### src/tet_pkg.sv
// ----------------------------------------------------------------------------
// Timed event table package
// Shared constants, codes and types of the timed event table.
// ----------------------------------------------------------------------------
package tet_pkg;

    localparam int DEF_TABLE_DEPTH = 64;
    localparam int DEF_POS_BITS    = 24;

    localparam int TYPE_BITS     = 6;
    localparam int SLOT_BITS     = 6;
    localparam int RADIUS_BITS   = 23;
    localparam int RSQ_BITS      = 2 * RADIUS_BITS;
    localparam int FIXED_IN_BITS = 109;
    localparam int OUT_DATA_W    = 16;

    localparam logic [RADIUS_BITS-1:0] RADIUS_RESET = 23'd15360;

    localparam logic [2:0] KIND_REG_ENT = 3'd0;
    localparam logic [2:0] KIND_REG_POS = 3'd1;
    localparam logic [2:0] KIND_TICK    = 3'd2;
    localparam logic [2:0] KIND_FIRST   = 3'd3;
    localparam logic [2:0] KIND_CLEAR   = 3'd4;
    localparam logic [2:0] KIND_NEAR    = 3'd5;

    localparam logic [1:0] MARK_NORMAL    = 2'd0;
    localparam logic [1:0] MARK_DELETABLE = 2'd1;
    localparam logic [1:0] MARK_CLEARED   = 2'd2;

    localparam logic [1:0] OUT_NONE    = 2'd0;
    localparam logic [1:0] OUT_REFRESH = 2'd1;
    localparam logic [1:0] OUT_INSERT  = 2'd2;
    localparam logic [1:0] OUT_FULL    = 2'd3;

    localparam logic [1:0] CFG_AUTO_CLEAR = 2'd0;
    localparam logic [1:0] CFG_RADIUS     = 2'd1;

    typedef enum logic [2:0] {
        OP_NONE,
        OP_REG_ENT,
        OP_REG_POS,
        OP_TICK,
        OP_FIRST,
        OP_CLEAR,
        OP_NEAR
    } t_op;

    typedef struct packed {
        t_op                  op;
        logic [TYPE_BITS-1:0] etype;
        logic [1:0]           ekind;
        logic [31:0]          eref;
        logic [31:0]          deadline;
        logic [31:0]          now;
        logic [SLOT_BITS-1:0] sidx;
    } t_cmd;

    typedef struct packed {
        logic [1:0]           outcome;
        logic [SLOT_BITS-1:0] slot;
        logic                 found;
    } t_res;

endpackage

### src/tet_front.sv
// ----------------------------------------------------------------------------
// Timed event table front end
// Accepts input words, decodes them into commands and queues them.
// ----------------------------------------------------------------------------
module tet_front #(
    parameter int POS_BITS = tet_pkg::DEF_POS_BITS,
    parameter int IN_W     = 184
) (
    input  logic                    i_clk,
    input  logic                    i_rst_n,
    input  logic                    i_s_tvalid,
    output logic                    o_s_tready,
    input  logic [IN_W-1:0]         i_s_tdata,
    input  logic [2:0]              i_s_tuser,
    input  logic                    i_hold,
    output logic                    o_cmd_valid,
    input  logic                    i_cmd_ready,
    output tet_pkg::t_cmd           o_cmd,
    output logic [3*POS_BITS-1:0]   o_cmd_pos
);
    import tet_pkg::*;

    localparam int OFF_POS  = 40;
    localparam int OFF_LIFE = OFF_POS + 3 * POS_BITS;
    localparam int OFF_NOW  = OFF_LIFE + 31;
    localparam int OFF_SIDX = OFF_NOW + 32;

    t_cmd                  r_q_cmd [2];
    logic [3*POS_BITS-1:0] r_q_pos [2];
    logic                  r_wp;
    logic                  r_rp;
    logic [1:0]            r_cnt;
    t_cmd                  n_cmd;
    logic                  w_push;
    logic                  w_pop;
    logic [5:0]            w_type;
    logic [1:0]            w_ekind;

    assign w_type     = i_s_tdata[5:0];
    assign w_ekind    = i_s_tdata[7:6];
    assign o_s_tready = (r_cnt != 2'd2) && !i_hold;
    assign w_push     = i_s_tvalid && o_s_tready;
    assign o_cmd_valid = (r_cnt != 2'd0);
    assign w_pop      = o_cmd_valid && i_cmd_ready;
    assign o_cmd      = r_q_cmd[r_rp];
    assign o_cmd_pos  = r_q_pos[r_rp];

    always_comb begin
        n_cmd          = '0;
        n_cmd.etype    = w_type;
        n_cmd.ekind    = w_ekind;
        n_cmd.eref     = i_s_tdata[39:8];
        n_cmd.now      = i_s_tdata[OFF_NOW +: 32];
        n_cmd.deadline = i_s_tdata[OFF_NOW +: 32] + {1'b0, i_s_tdata[OFF_LIFE +: 31]};
        n_cmd.sidx     = i_s_tdata[OFF_SIDX +: SLOT_BITS];
        case (i_s_tuser)
            KIND_REG_ENT: begin
                n_cmd.op = (w_type == '0) ? OP_NONE : OP_REG_ENT;
                if (w_ekind == 2'd0) begin
                    n_cmd.eref = '0;
                end
            end
            KIND_REG_POS: begin
                n_cmd.op    = (w_type == '0) ? OP_NONE : OP_REG_POS;
                n_cmd.ekind = '0;
                n_cmd.eref  = '0;
            end
            KIND_TICK:  n_cmd.op = OP_TICK;
            KIND_FIRST: n_cmd.op = OP_FIRST;
            KIND_CLEAR: n_cmd.op = OP_CLEAR;
            KIND_NEAR:  n_cmd.op = OP_NEAR;
            default:    n_cmd.op = OP_NONE;
        endcase
    end

    always_ff @(posedge i_clk) begin
        if (!i_rst_n) begin
            r_wp  <= 1'b0;
            r_rp  <= 1'b0;
            r_cnt <= 2'd0;
        end else begin
            if (w_push) begin
                r_q_cmd[r_wp] <= n_cmd;
                r_q_pos[r_wp] <= i_s_tdata[OFF_POS +: 3*POS_BITS];
                r_wp          <= !r_wp;
            end
            if (w_pop) begin
                r_rp <= !r_rp;
            end
            r_cnt <= r_cnt + {1'b0, w_push} - {1'b0, w_pop};
        end
    end

endmodule

### config.mk
export PLATFORM = sky130hd
export DESIGN_NAME = tet_front
export DESIGN_NICKNAME = d
export VERILOG_FILES = /design/src/tet_pkg.sv /design/src/tet_front.sv
export SDC_FILE = /design/constraint.sdc
export NUM_CORES = 1
export LEC_CHECK = 0
export ABC_AREA = 1
export BUFFER_PORTS_ARGS = -buffer_cell sky130_fd_sc_hd__buf_2
export CAP_MARGIN = 10
export CELL_PAD_IN_SITES_DETAIL_PLACEMENT = 0
export CELL_PAD_IN_SITES_GLOBAL_PLACEMENT = 1
export CORE_MARGIN = 3
export CORE_UTILIZATION = 44
export CTS_CLUSTER_DIAMETER = 120
export CTS_CLUSTER_SIZE = 12
export DETAILED_ROUTE_END_ITERATION = 8
export HOLD_SLACK_MARGIN = 0.08
export PLACE_DENSITY = 0.85
export SLEW_MARGIN = 20
export SYNTH_ARGS = -nofsm -noshare
export SYNTH_HDL_FRONTEND = slang
export SYNTH_SLANG_ARGS = --single-unit
export TNS_END_PERCENT = 20
### constraint.sdc
create_clock -name i_clk -period 20.4 [get_ports i_clk]
set_clock_uncertainty 0.05 [all_clocks]
set_input_delay 1.02 -clock i_clk [delete_from_list [all_inputs] [get_ports i_clk]]
set_output_delay 1.02 -clock i_clk [all_outputs]
set_load 0.05 [all_outputs]
Word-level counts from Yosys, hierarchy flattened
Memories as Yosys holds them, arrays and structs flattened. A register that Yosys moved wholly into a read port is not among the register bits.
Index checks and enable logic that the tools add are counted.
{"block": "op_classes", "n_addsub": 3, "multipliers": 0, "div_mod_pow": 0, "n_lt_le_gt_ge": 0, "eq_ne": 6, "n_shift": 0, "mux": 13, "bitwise_logic": 0, "reduce_logical": 10}
{"cell": "$pmux 32 s2", "count": 1}
{"cell": "$add 32x31->32", "count": 1}
{"cell": "$mux 32", "count": 1}
{"cell": "$pmux 3 s6", "count": 1}
{"cell": "$mux 1", "count": 8}
{"cell": "$eq 3x2->1 const B", "count": 2}
{"cell": "$eq 3x3->1 const B", "count": 2}
{"cell": "$logic_not 6->1", "count": 1}
{"cell": "$mux 2", "count": 2}
{"cell": "$eq 3x1->1 const B", "count": 1}
{"cell": "$logic_and 1x1->1", "count": 3}
{"cell": "$logic_not 1->1", "count": 3}
{"cell": "$logic_not 3->1", "count": 1}
{"cell": "$add 2x1->2", "count": 1}
{"cell": "$logic_not 2->1", "count": 1}
{"cell": "$ne 2x2->1 const B", "count": 1}
{"cell": "$reduce_bool 2->1", "count": 1}
{"cell": "$sub 2x1->2", "count": 1}
{"block": "word_totals", "ff_bits": 4, "latchBits": 0, "mem_bits_rw": 370, "mem_bits_ro": 0, "input_bits": 192, "word_cells": 37, "memories": 2}
{"name": "r_q_cmd", "depth": 2, "width": 113, "read_ports": 1, "rd_clocked_by_memory_dff": 1, "wr": 1, "line_no": "tet_front.sv:28", "rtl": "t_cmd r_q_cmd [2];"}
{"name": "r_q_pos", "depth": 2, "width": 72, "read_ports": 1, "rd_clocked_by_memory_dff": 1, "wr": 1, "line_no": "tet_front.sv:29", "rtl": "logic [3*POS_BITS-1:0] r_q_pos [2];"}

Longest topological paths before layout
Gate-level depths: netlist of the first run.
{"block": "depth", "ltp_word": 6, "depth_mapped": 12}

Worst setup path before layout of the first run
OpenSTA, ideal clock, no wires.
{"block": "synth_path", "kind": "input port to flip-flop", "startpoint": "input i_hold", "endpoint": "memory r_q_cmd[1][0] (netlist name) (enable)", "setup_time_ps": 956, "t_arrival_ps": 14599, "path_slack_ps": 4795, "cell_stages": 3, "path_buffers": 0, "path_cell_list": "a21oi_1 > nand2_1 > nor3_1"}
{"block": "synth_via", "elab_chain_cells": 6}
{"element": "start, declared", "line_no": "tet_front.sv:15", "rtl": "input logic i_hold,"}
{"element": "$logic_not 1->1", "line_no": "tet_front.sv:41", "rtl": "assign o_s_tready = (r_cnt != 2'd2) && !i_hold;"}
{"element": "$logic_and 1x1->1", "line_no": "tet_front.sv:41"}
{"element": "$logic_and 1x1->1", "line_no": "tet_front.sv:42", "rtl": "assign w_push = i_s_tvalid && o_s_tready;"}
{"element": "$mux 1", "line_no": "tet_front.sv:82", "rtl": "if (w_push) begin"}
{"element": "$mux 1", "line_no": "tet_front.sv:77", "rtl": "if (!i_rst_n) begin"}
{"element": "$mux 1 (implied by the code)", "line_no": "tet_front.sv:83", "rtl": "r_q_cmd[r_wp] <= n_cmd;"}
{"element": "end, declared", "line_no": "tet_front.sv:28"}
No other way between the ends.

==> results of run 1 <==
-- per-layer routing --
layer	track usage	routed length, um	share of wire
met1	0.229	15300	0.40
met2	0.318	18500	0.49
met5	0	44	0.0012
met4	0.0700	1070	0.028
met3	0.0473	2940	0.078
-- worst max-delay path, cell delays in order (launching register included) --
cell and delay, ns:
dfxtp_4 0.81, buf_4 0.87, mux2_2 0.44, buf_2 0.22
-- power breakdown --
part	leakage, nW	total [mW]	switching (mW)	internal (mW)
Clock	0.506	0.617	0.275	0.342
Sequential	3.40	0.913	0.0198	0.893
Combinational	4.29	0.647	0.463	0.185
Total	8.20	2.18	0.758	1.42
-- state kept, by name, summed over array words and instances (netlist names), named ones only --
register,count
r_cnt,2
r_q_cmd,226
r_q_pos,144
r_rp,1
r_wp,1
-- cell usage in the layout, fill, tap and decap left out, types with 2 or more instances in the layout --
cell type,n
o31ai_1,2
o21ai_0,2
nor3_2,3
nor3_1,3
dfxtp_1,4
clkbuf_16,38
xor2_1,15
a21oi_1,25
buf_2,375
o21bai_1,2
buf_4,9
nor2_1,75
inv_1,155
ha_1,33
edfxtp_1,370
mux2_2,185
diode_2,3
nand3_2,5
nand3_1,23
nand4_1,4
nand2_2,12
nand2_1,232
clkbuf_1,13
-- kinds of logic (layout without fill, tap and decap cells) --
kind of cell / Yosys count / count (layout)
AOI/OAI and AO/OA: 34 / 34
xor gates and xnor gates: 16 / 16
adders and majority gates: 34 / 34
buffers and inverters: 179 / 593
DFF: 375 / 375
muxes: 185 / 185
other: 0 / 3
and+or+nand+nor: 360 / 360
-- final cells by class --
class | count | area [um^2] | share of cell area
antenna | 3 | 7.51 | 0.000381
clock buffer | 51 | 1000 | 0.0507
clock inverter | 3 | 47.5 | 0.00241
inverter | 155 | 582 | 0.0295
multi-input combinational | 629 | 4330 | 0.220
sequential | 375 | 11200 | 0.569
tap | 461 | 577 | 0.0293
timing repair buffer | 384 | 1940 | 0.0987
-- worst min-delay path by stage --
stage	end	slack, ns	startpoint
2_1_floorplan	flop	0.38	r_rp$_SDFFE_PN0P_
6_report	flop	0.40	r_rp$_SDFFE_PN0P_
3_5_place_dp	flop	0.39	r_rp$_SDFFE_PN0P_
5_1_grt	flop	0.43	r_rp$_SDFFE_PN0P_
3_3_place_gp	flop	0.38	r_rp$_SDFFE_PN0P_
4_1_cts	flop	0.40	r_rp$_SDFFE_PN0P_
-- through the flow --
step	utilization	hold WS, ns
global placement	0.518	0.380
detailed placement	0.518	0.386
global route	0.547	0.433
finish	0.547	0.397
CTS	0.547	0.399
floorplan	-	0.375
==> flow_metrics.py, run 1 <==
metrics = {
    "status": {
        "status": "finished clean",
    },
    "drt": {
        "wl_per_cell_um": 18.4,
        "drt_wl_total_mm": 37.9,
        "drc_errors": 0,
        "via_per_inst": 4.94,
        "drtPass1Iterations": 4,
        "via_count": 10200,
        "drtIter0Drc": 431,
        "ant_nets": 0,
    },
    "yosys": {
        "synth-main-ff-cell": "edfxtp_1",
        "synth_top_area_frac": 0.682,
        "ys_top_cells_by_area": "edfxtp_1 (68%), mux2_2 (13%), nand2_1 (5.3%), inv_1 (3.6%), ha_1 (2.5%)",
        "synthMuxAreaShare": 0.128,
        "netlist_top_cells_count": "edfxtp_1 (370), nand2_1 (232), mux2_2 (185)",
        "yosysMostFrequentCell": "edfxtp_1",
        "ys_warn_count": 0,
        "synth_top_family_by_area": "multiplexers",
        "synth_adder_area_share": 0.0266,
        "ys_ff_latch": 375,
        "synth_edf_count": 370,
        "synthXorXnorAreaFrac": 0.00860,
        "yosysTopAreaCell": "edfxtp_1",
        "ys_async_sr_fraction": 0,
        "ys_types": 28,
        "synth_compound_area_frac": 0.0116,
        "syn_area_um2": 16300,
        "yosys.area_share.simple": 0.0905,
        "avgSynthCellArea_um2": 13.8,
        "yosysSeqAreaShare": 0.688,
        "netlist_instances": 1183,
        "syn_nets": 1409,
    },
    "critical_path": {
        "r2r-start": "r_cnt[0]$_SDFF_PN0_",
        "startpoint_type": "flop",
        "critical_path_required_ns": 19.33,
        "ff2ff_setup_slack_ns": 17.51,
        "ff2ff_path_depth": 6,
        "setup.worst_path.end_class": "output pin",
        "cp.arrival_ns": 2.99,
        "cp-endpoint": "o_cmd[57]",
        "cp_max_fo": 70,
        "reg2reg_to": "r_q_pos[1][36]$_DFFE_PP_",
        "path_class": "reg -> out",
    },
    "die": {
        "die_h_um": 198,
        "dieArea_um2": 39400,
        "initial_core_util": 0.452,
        "core_um2": 36000,
        "io_pins": 379,
        "rows": 69,
        "dieWidth_um": 198,
    },
    "cts": {
        "hold_buffers": 0,
        "cts.clk_slew.worst_paths_ns": 0.06,
        "cts_buffers": 37,
        "clockBufferDepth": 3,
        "cts_tree": "yes",
        "cts_resized": 0,
        "cts_max_level": 2,
        "clk_latency_ns": 0.55,
        "post-cts-setup-buffers": 0,
        "cts_sinks": 375,
        "cts-root-buf": "clkbuf_16",
    },
    "timing": {
        "fin_crit_sh": 0.199,
        "slew_viol_final": 0,
        "setup_viol": 0,
        "fin_setup_tns_ns": 0,
        "rsz0062_at_grt": "no",
        "fmax_ghz": 0.247,
        "min_period_ns": 4.06,
        "slew_headroom": 0.322,
        "finalHoldViolations": 0,
        "worstMarginPinSlew_ns": 1.02,
        "fin_ws_ns": 16.34,
    },
    "min_path": {
        "worstHoldPathType": "reg -> reg",
        "holdPathStages": 1,
    },
    "power": {
        "fin_total_pwr_mw": 2.18,
        "peakVddDrop_v": 0.0000623,
        "power_density_nw_per_um2": 111,
        "leakagePower_nw": 8.20,
    },
    "grt": {
        "grt_pass1_wl_mm": 56.5,
        "track_usage": 0.186,
        "overflow": 0,
        "grt_pass1_vias": 10200,
        "antenna_found_initial": 5,
        "grt_max_degree": 71,
    },
    "finish": {
        "syn2layout_area_growth_pct": 21.0,
        "drive_gt1_frac": 0.397,
        "design_area_um2": 19700,
        "final_nets": 1808,
        "layout.cells.non_filler": 2061,
        "fillers": 2992,
    },
    "place": {
        "place_ws_ns": 16.82,
        "dpl.hpwl_mm": 27.0,
        "port_buffers": 375,
        "dp_cells": 2004,
        "dpl-instance-area_um2": 18600,
        "routabilityCongestion": 0.874,
    },
    "flow_run": {
        "cap_violations": 0,
    },
}
(Power assumes the default switching activity.)
==> inputs of run 2 (changes only) <==
--- a/config.mk
+++ b/config.mk
@@ -11,12 +11,12 @@
 export CELL_PAD_IN_SITES_DETAIL_PLACEMENT = 0
 export CELL_PAD_IN_SITES_GLOBAL_PLACEMENT = 1
 export CORE_MARGIN = 3
-export CORE_UTILIZATION = 44
+export CORE_UTILIZATION = 39
 export CTS_CLUSTER_DIAMETER = 120
 export CTS_CLUSTER_SIZE = 12
 export DETAILED_ROUTE_END_ITERATION = 8
 export HOLD_SLACK_MARGIN = 0.08
-export PLACE_DENSITY = 0.85
+export PLACE_DENSITY = 0.8
 export SLEW_MARGIN = 20
 export SYNTH_ARGS = -nofsm -noshare
 export SYNTH_HDL_FRONTEND = slang
==> constraint.sdc (replaced) <==
create_clock -name i_clk -period 3.39 [get_ports i_clk]
set_clock_uncertainty 0.05 [all_clocks]
set_input_delay 0.1695 -clock i_clk [delete_from_list [all_inputs] [get_ports i_clk]]
set_output_delay 0.1695 -clock i_clk [all_outputs]
set_load 0.05 [all_outputs]
==> run 2 against run 1 <==
- sequential cell count unchanged
- first-iteration DRC count up 38%
- via count increased by 6.4%
- global-route usage down 0.67 points
- die area is 12% higher
- power grew to 6.1 times the previous value
- count of clock-buffer cells in the layout is 4 lower
- register-to-register slack worse by 16 ns
- non-clock buffer count increased by 166
- combinational power grew to 6.4 times the previous value
- sequential share of layout area decreased by 4.8 points
- critical path type unchanged
- highest routed layer is now met4
==> flow_metrics.py, run 2 (same netlist as run 1, synthesis figures left out) <==
metrics = {
    "status": {
        "status": "finished clean",
    },
    "finish": {
        "syn2layout_area_growth_pct": 32.2,
        "multiInputGateArea_um2": 4350,
        "mostFrequentLayoutCells": "buf_2 (375), edfxtp_1 (370), nand2_1 (231)",
        "reg_top3": "r_q_cmd (226), r_q_pos (144), r_cnt (2)",
        "final_nets": 1974,
        "regMostFlops": "r_q_cmd",
        "fin_util": 0.525,
        "register_area_um2": 11200,
        "fillers": 3443,
        "final_common_cell": "buf_2",
        "layout.cells.non_filler": 2293,
        "largest_reg_flops": 226,
        "drive_gt1_frac": 0.366,
    },
    "min_path": {
        "worstHoldPathType": "in -> reg",
        "hold_path_startpoint": "i_s_tdata[142]",
    },
    "drt": {
        "wl_per_cell_um": 17.7,
        "via_count": 10800,
        "drc_errors": 0,
        "drtPass1Iterations": 6,
        "drtIter0Drc": 595,
        "drt_wl_total_mm": 40.7,
        "via_per_inst": 4.72,
        "ant_nets": 0,
    },
    "timing": {
        "min_period_ns": 2.63,
        "fin_ws_ns": 0.763,
        "slew_headroom": 0.443,
        "fin_setup_tns_ns": 0,
        "slew_viol_final": 0,
        "fin_crit_sh": 0.775,
        "finalHoldViolations": 0,
        "rsz0062_at_grt": "no",
        "fmax_ghz": 0.381,
        "setup_viol": 0,
        "worstMarginPinSlew_ns": 0.836,
    },
    "critical_path": {
        "r2r-start": "r_cnt[0]$_SDFF_PN0_",
        "startpoint_type": "flop",
        "critical_path_required_ns": 3.17,
        "setup.worst_path.end_class": "output pin",
        "cp.arrival_ns": 2.41,
        "path_class": "reg -> out",
        "cp_max_fo": 53,
    },
    "cts": {
        "clk_latency_ns": 0.55,
        "post-cts-setup-buffers": 0,
        "clockBufferDepth": 3,
        "cts_resized": 0,
        "cts_sinks": 375,
        "cts_buffers": 37,
        "cts_max_level": 2,
        "cts_tree": "yes",
        "cts-root-buf": "clkbuf_16",
        "cts.clk_slew.worst_paths_ns": 0.06,
    },
    "grt": {
        "overflow": 0,
        "track_usage": 0.179,
        "grt_pass1_wl_mm": 62.2,
        "antenna_found_initial": 2,
        "grt_max_degree": 115,
        "grt_pass1_vias": 11300,
    },
    "die": {
        "io_pins": 379,
        "dieWidth_um": 210,
        "dieArea_um2": 44300,
        "initial_core_util": 0.397,
        "die_h_um": 210,
        "core_um2": 41000,
        "rows": 74,
    },
    "place": {
        "dp_cells": 2080,
        "routabilityCongestion": 0.842,
        "place_ws_ns": 1.17,
        "port_buffers": 375,
        "dpl.hpwl_mm": 28.1,
    },
    "power": {
        "leakagePower_nw": 8.92,
        "power_density_nw_per_um2": 621,
        "peakVddDrop_v": 0.000362,
    },
    "flow_run": {
        "cap_violations": 0,
    },
}
==> run 2: changes by cell type in the layout (fill, tap and decap cells not counted), sizes merged <==
cell         delta
clkbuf          -4
diode           -1
dlygate4sd3   +161
buf             +5
==> run 2: path summary, 6_finish.rpt <==
| path | end | slack [ns] | depth (start not counted) |
|---|---|---|---|
| max | o_cmd_pos[15] | 0.76 | 3 |
| min | r_q_cmd[0][68]$_DFFE_PP_ | 0.12 | 4 |
| max reg2reg | r_q_cmd[1][68]$_DFFE_PP_ | 1.35 | 5 |
| min reg2reg | flop | 0.39 | 1 |
==> run 2: cell type report <==
| cell class | instances | share of cell area |
|---|---|---|
| diodes | 2 | 0.000232 |
| clock buffers | 47 | 0.0457 |
| clock inverters | 3 | 0.00221 |
| inverters | 155 | 0.0270 |
| multi-input cells | 629 | 0.202 |
| flip-flops and latches | 375 | 0.521 |
| well taps | 532 | 0.0309 |
| repair buffers | 550 | 0.171 |
==> run 2: power by group <==
part,total [mW],switching (mW),internal [mW],leakage (nW)
clock network,3.71,1.67,2.04,0.502
registers,5.51,0.136,5.37,3.40
logic,4.15,2.86,1.30,5.02
==> run 2: metal layers <==
metal	vias up	wire [um]	GRT usage
li1	5227	-	-
met1	5195	16100	0.214
met2	340	20200	0.312
met3	71	3320	0.0515
met4	0	1100	0.0598
met5	-	0	0
==> run 2: worst max-delay path: stages (launching register included) <==
cell and delay (ns):
dfxtp_4 0.88, buf_4 0.38, mux2_2 0.37, buf_2 0.22
==> run 2: metrics by stage <==
| step | cell area (um^2) | total power [mW] | hold WS [ns] |
|---|---|---|---|
| 3_3_place_gp | 18900 | 9.58 | 0.308 |
| 3_5_place_dp | 18900 | 9.61 | 0.311 |
| 4_1_cts | 21500 | 13.5 | 0.0861 |
| 2_1_floorplan | 16300 | 8.67 | 0.213 |
| 5_1_grt | 21500 | 13.9 | 0.132 |
| 6_report | 21500 | 13.4 | 0.122 |
==> run 2: repair_timing <==
item                                   4_1_cts  5_1_grt
hold buffers                               161        0
endpoints found under the hold margin      323        0
setup endpoints to repair                    0        0
==> inputs of run 3 (changes only) <==
--- a/config.mk
+++ b/config.mk
@@ -5,18 +5,18 @@
 export SDC_FILE = /design/constraint.sdc
 export NUM_CORES = 1
 export LEC_CHECK = 0
-export ABC_AREA = 1
+export ABC_AREA = 0
 export BUFFER_PORTS_ARGS = -buffer_cell sky130_fd_sc_hd__buf_2
 export CAP_MARGIN = 10
 export CELL_PAD_IN_SITES_DETAIL_PLACEMENT = 0
 export CELL_PAD_IN_SITES_GLOBAL_PLACEMENT = 1
 export CORE_MARGIN = 3
-export CORE_UTILIZATION = 39
+export CORE_UTILIZATION = 44
 export CTS_CLUSTER_DIAMETER = 120
 export CTS_CLUSTER_SIZE = 12
 export DETAILED_ROUTE_END_ITERATION = 8
 export HOLD_SLACK_MARGIN = 0.08
-export PLACE_DENSITY = 0.8
+export PLACE_DENSITY = 0.83
 export SLEW_MARGIN = 20
 export SYNTH_ARGS = -nofsm -noshare
 export SYNTH_HDL_FRONTEND = slang
==> constraint.sdc (replaced) <==
create_clock -name i_clk -period 2.44 [get_ports i_clk]
set_clock_uncertainty 0.05 [all_clocks]
set_input_delay 0.122 -clock i_clk [delete_from_list [all_inputs] [get_ports i_clk]]
set_output_delay 0.122 -clock i_clk [all_outputs]
set_load 0.05 [all_outputs]
==> run 3 against run 2 <==
- non-clock buffer count is 56 higher
- synthesized cell count down 25%
- largest power group unchanged
- via count is 7.1% lower
- combinational power rose by 51%
- largest cell class unchanged
- global-route usage up 2.0 points
- cell count decreased by 14%
==> flow_metrics.py, run 3 <==
metrics = {
    "yosys": {
        "ys_async_sr_fraction": 0,
        "yosysMostFrequentCell": "edfxtp_1",
        "netlist_top_cells_count": "edfxtp_1 (370), mux2_2 (185), and2_1 (39)",
        "yosysSeqAreaShare": 0.721,
        "yosysTopAreaCell": "edfxtp_1",
        "synth_edf_count": 370,
        "synth_top_area_frac": 0.715,
        "avgSynthCellArea_um2": 17.5,
        "syn_nets": 1116,
        "ys_types": 57,
        "ys_ff_latch": 375,
        "ys_top_cells_by_area": "edfxtp_1 (71%), mux2_2 (13%), ha_1 (2.7%), and2_1 (1.6%), xnor2_1 (1.1%)",
        "ys_warn_count": 0,
        "syn_area_um2": 15500,
        "synth-main-ff-cell": "edfxtp_1",
        "netlist_instances": 890,
    },
    "timing": {
        "fmax_ghz": 0.423,
        "min_period_ns": 2.37,
        "finalHoldViolations": 0,
        "slew_headroom": 0.597,
        "holdWs_ns": 0.129,
        "slew_viol_final": 0,
        "fin_crit_sh": 0.969,
        "setup_viol": 0,
        "worstMarginPinSlew_ns": 0.589,
    },
    "power": {
        "power.net_switching_mw": 6.57,
        "leakagePower_nw": 8.04,
        "pwr-share-comb": 0.333,
        "fin_total_pwr_mw": 18.8,
        "p_int_mw": 12.3,
        "swShare": 0.349,
        "peakVddDrop_v": 0.000617,
        "clkPwrFrac": 0.264,
        "pwr-share-seq": 0.403,
        "power_density_nw_per_um2": 889,
    },
    "finish": {
        "syn2layout_area_growth_pct": 36.4,
        "reg_top3": "r_q_cmd (226), r_q_pos (144), r_cnt (2)",
        "drive_gt1_frac": 0.466,
        "mostFrequentLayoutCells": "buf_2 (375), edfxtp_1 (370), mux2_2 (185)",
        "regMostFlops": "r_q_cmd",
        "largest_reg_flops": 226,
        "fin_util": 0.611,
        "final_common_cell": "buf_2",
        "diodes": 0,
        "final_nets": 1727,
    },
    "die": {
        "dieWidth_um": 194,
        "die_h_um": 194,
        "initial_core_util": 0.448,
        "core_um2": 34700,
        "dieArea_um2": 37600,
        "io_pins": 379,
        "rows": 68,
    },
    "critical_path": {
        "path_class": "in -> reg",
        "startpoint": "i_s_tdata[155]",
        "max_stage_delay_ns": 0.53,
        "startpoint_type": "input pin",
        "setup.worst_path.end_class": "flop",
        "cp_max_fo": 5,
        "worst-path-stages": 10,
        "ff2ff_path_depth": 8,
        "critical_path_required_ns": 2.67,
        "cp.arrival_ns": 2.59,
        "crit_chain": "dlygate4sd3_1, buf_2, ha_1, a211oi_2, o21ai_0, o32ai_1, a21oi_2, and2_1, o41a_1, xor2_1",
        "slowest_stage": "dlygate4sd3_1",
        "path_buf_inv": 2,
        "r2r-start": "r_cnt[1]$_SDFF_PN0_",
        "cp_top_family": "compound AO/OA/AOI/OAI gates",
    },
    "drt": {
        "via_per_inst": 5.12,
        "via_count": 10100,
        "wl_per_cell_um": 19.5,
        "drtPass1Iterations": 6,
        "drtIter0Drc": 477,
        "drt_wl_total_mm": 38.3,
        "ant_nets": 0,
        "drc_errors": 0,
    },
    "cts": {
        "cts_sinks": 375,
        "cts_buffers": 37,
        "cts_tree": "yes",
        "cts_max_level": 2,
        "clk_latency_ns": 0.53,
        "cts-root-buf": "clkbuf_16",
        "post-cts-setup-buffers": 0,
        "clockBufferDepth": 3,
        "cts.clk_slew.worst_paths_ns": 0.06,
    },
    "status": {
        "status": "finished clean",
    },
    "place": {
        "dpl.hpwl_mm": 25.9,
        "routabilityCongestion": 0.899,
        "port_buffers": 375,
    },
    "grt": {
        "track_usage": 0.199,
        "grt_pass1_vias": 10700,
        "antenna_found_initial": 0,
        "overflow": 0,
        "grt_pass1_wl_mm": 59.1,
        "grt_max_degree": 79,
    },
    "flow_run": {
        "cap_violations": 0,
    },
    "min_path": {
        "holdPathStages": 3,
        "worstHoldPathType": "in -> reg",
        "hold_path_startpoint": "i_s_tdata[141]",
    },
}
-- run 3: changes by cell type in the layout (fill, tap and decap cells not counted), sizes merged, moves of 5 or more --
cell and change:
and2 +39, nor2b +5, nand3 -20, nand2 -223, buf +57, a21o +13, inv -144, xnor2 +18
nor2 -48, a211oi +6, o21ai +14
-- run 3: worst paths after layout --
check / slack (ns) / to
worst min-delay path: 0.13 / r_q_cmd[0][67]$_DFFE_PP_
worst max register to register: 0.50 / r_cnt[1]$_SDFF_PN0_
worst min register to register: 0.51 / flop
worst max-delay path: 0.07 / r_q_cmd[1][59]$_DFFE_PP_
-- run 3: timing repair --
action                                 4_1_cts  5_1_grt
endpoints found under the hold margin      321        0
setup endpoints to repair                    0       22
resized for setup                            0       16
hold buffers                               160        0
-- run 3: layer usage --
metal | vias to the layer above | global-route usage | routed length (um)
met5 | - | 0 | 0
met4 | 0 | 0.0721 | 1140
met3 | 71 | 0.0586 | 3260
met2 | 384 | 0.345 | 18900
met1 | 4946 | 0.238 | 15000
li1 | 4661 | - | -
-- run 3: area by class of cell --
type	instances	area (um^2)
clock buffers	45	956
well taps	455	569
flip-flops and latches	375	11200
multi-input cells	471	4250
inverters	10	37.5
fillers	2569	13500
clock inverters	3	28.8
repair buffers	606	4150
-- run 3: tightest hold or removal path, cell delays in order --
cell,delay [ns]
buf_2,0.09
ha_1,0.21
xor2_1,0.11
-- run 3: cells by family after synthesis --
kind of cell | Yosys count | synth area share
flip-flops | 375 | 0.721
XOR/XNOR | 33 | 0.0186
buffers and inverters | 44 | 0.0114
AND/OR/NAND/NOR | 123 | 0.0418
multiplexers | 186 | 0.135
AO/OA/AOI/OAI | 95 | 0.0444
adder cells (fa/ha/maj) | 34 | 0.0279
-- run 3: power groups by stage --
stage	logic (mW)	clock network, mW	registers, mW
after floorplan	4.50	0	7.69
after global placement	6.00	0	7.72
after detailed placement	6.03	0	7.73
after CTS	6.28	5.13	7.60
after global routing	6.59	5.36	7.62
final	6.27	4.98	7.60
-- run 3: metrics by stage --
stage	TNS (ns)	instance area, um^2	cells	setup WS (ns)
4_1_cts	0	21100	1965	0.0117
6_report	0	21200	1965	0.0750
3_3_place_gp	-2.60	18600	1757	-0.256
5_1_grt	-0.0605	21200	1965	-0.0227
3_5_place_dp	-3.01	18600	1757	-0.273
2_1_floorplan	-558.54	15600	890	-1.75
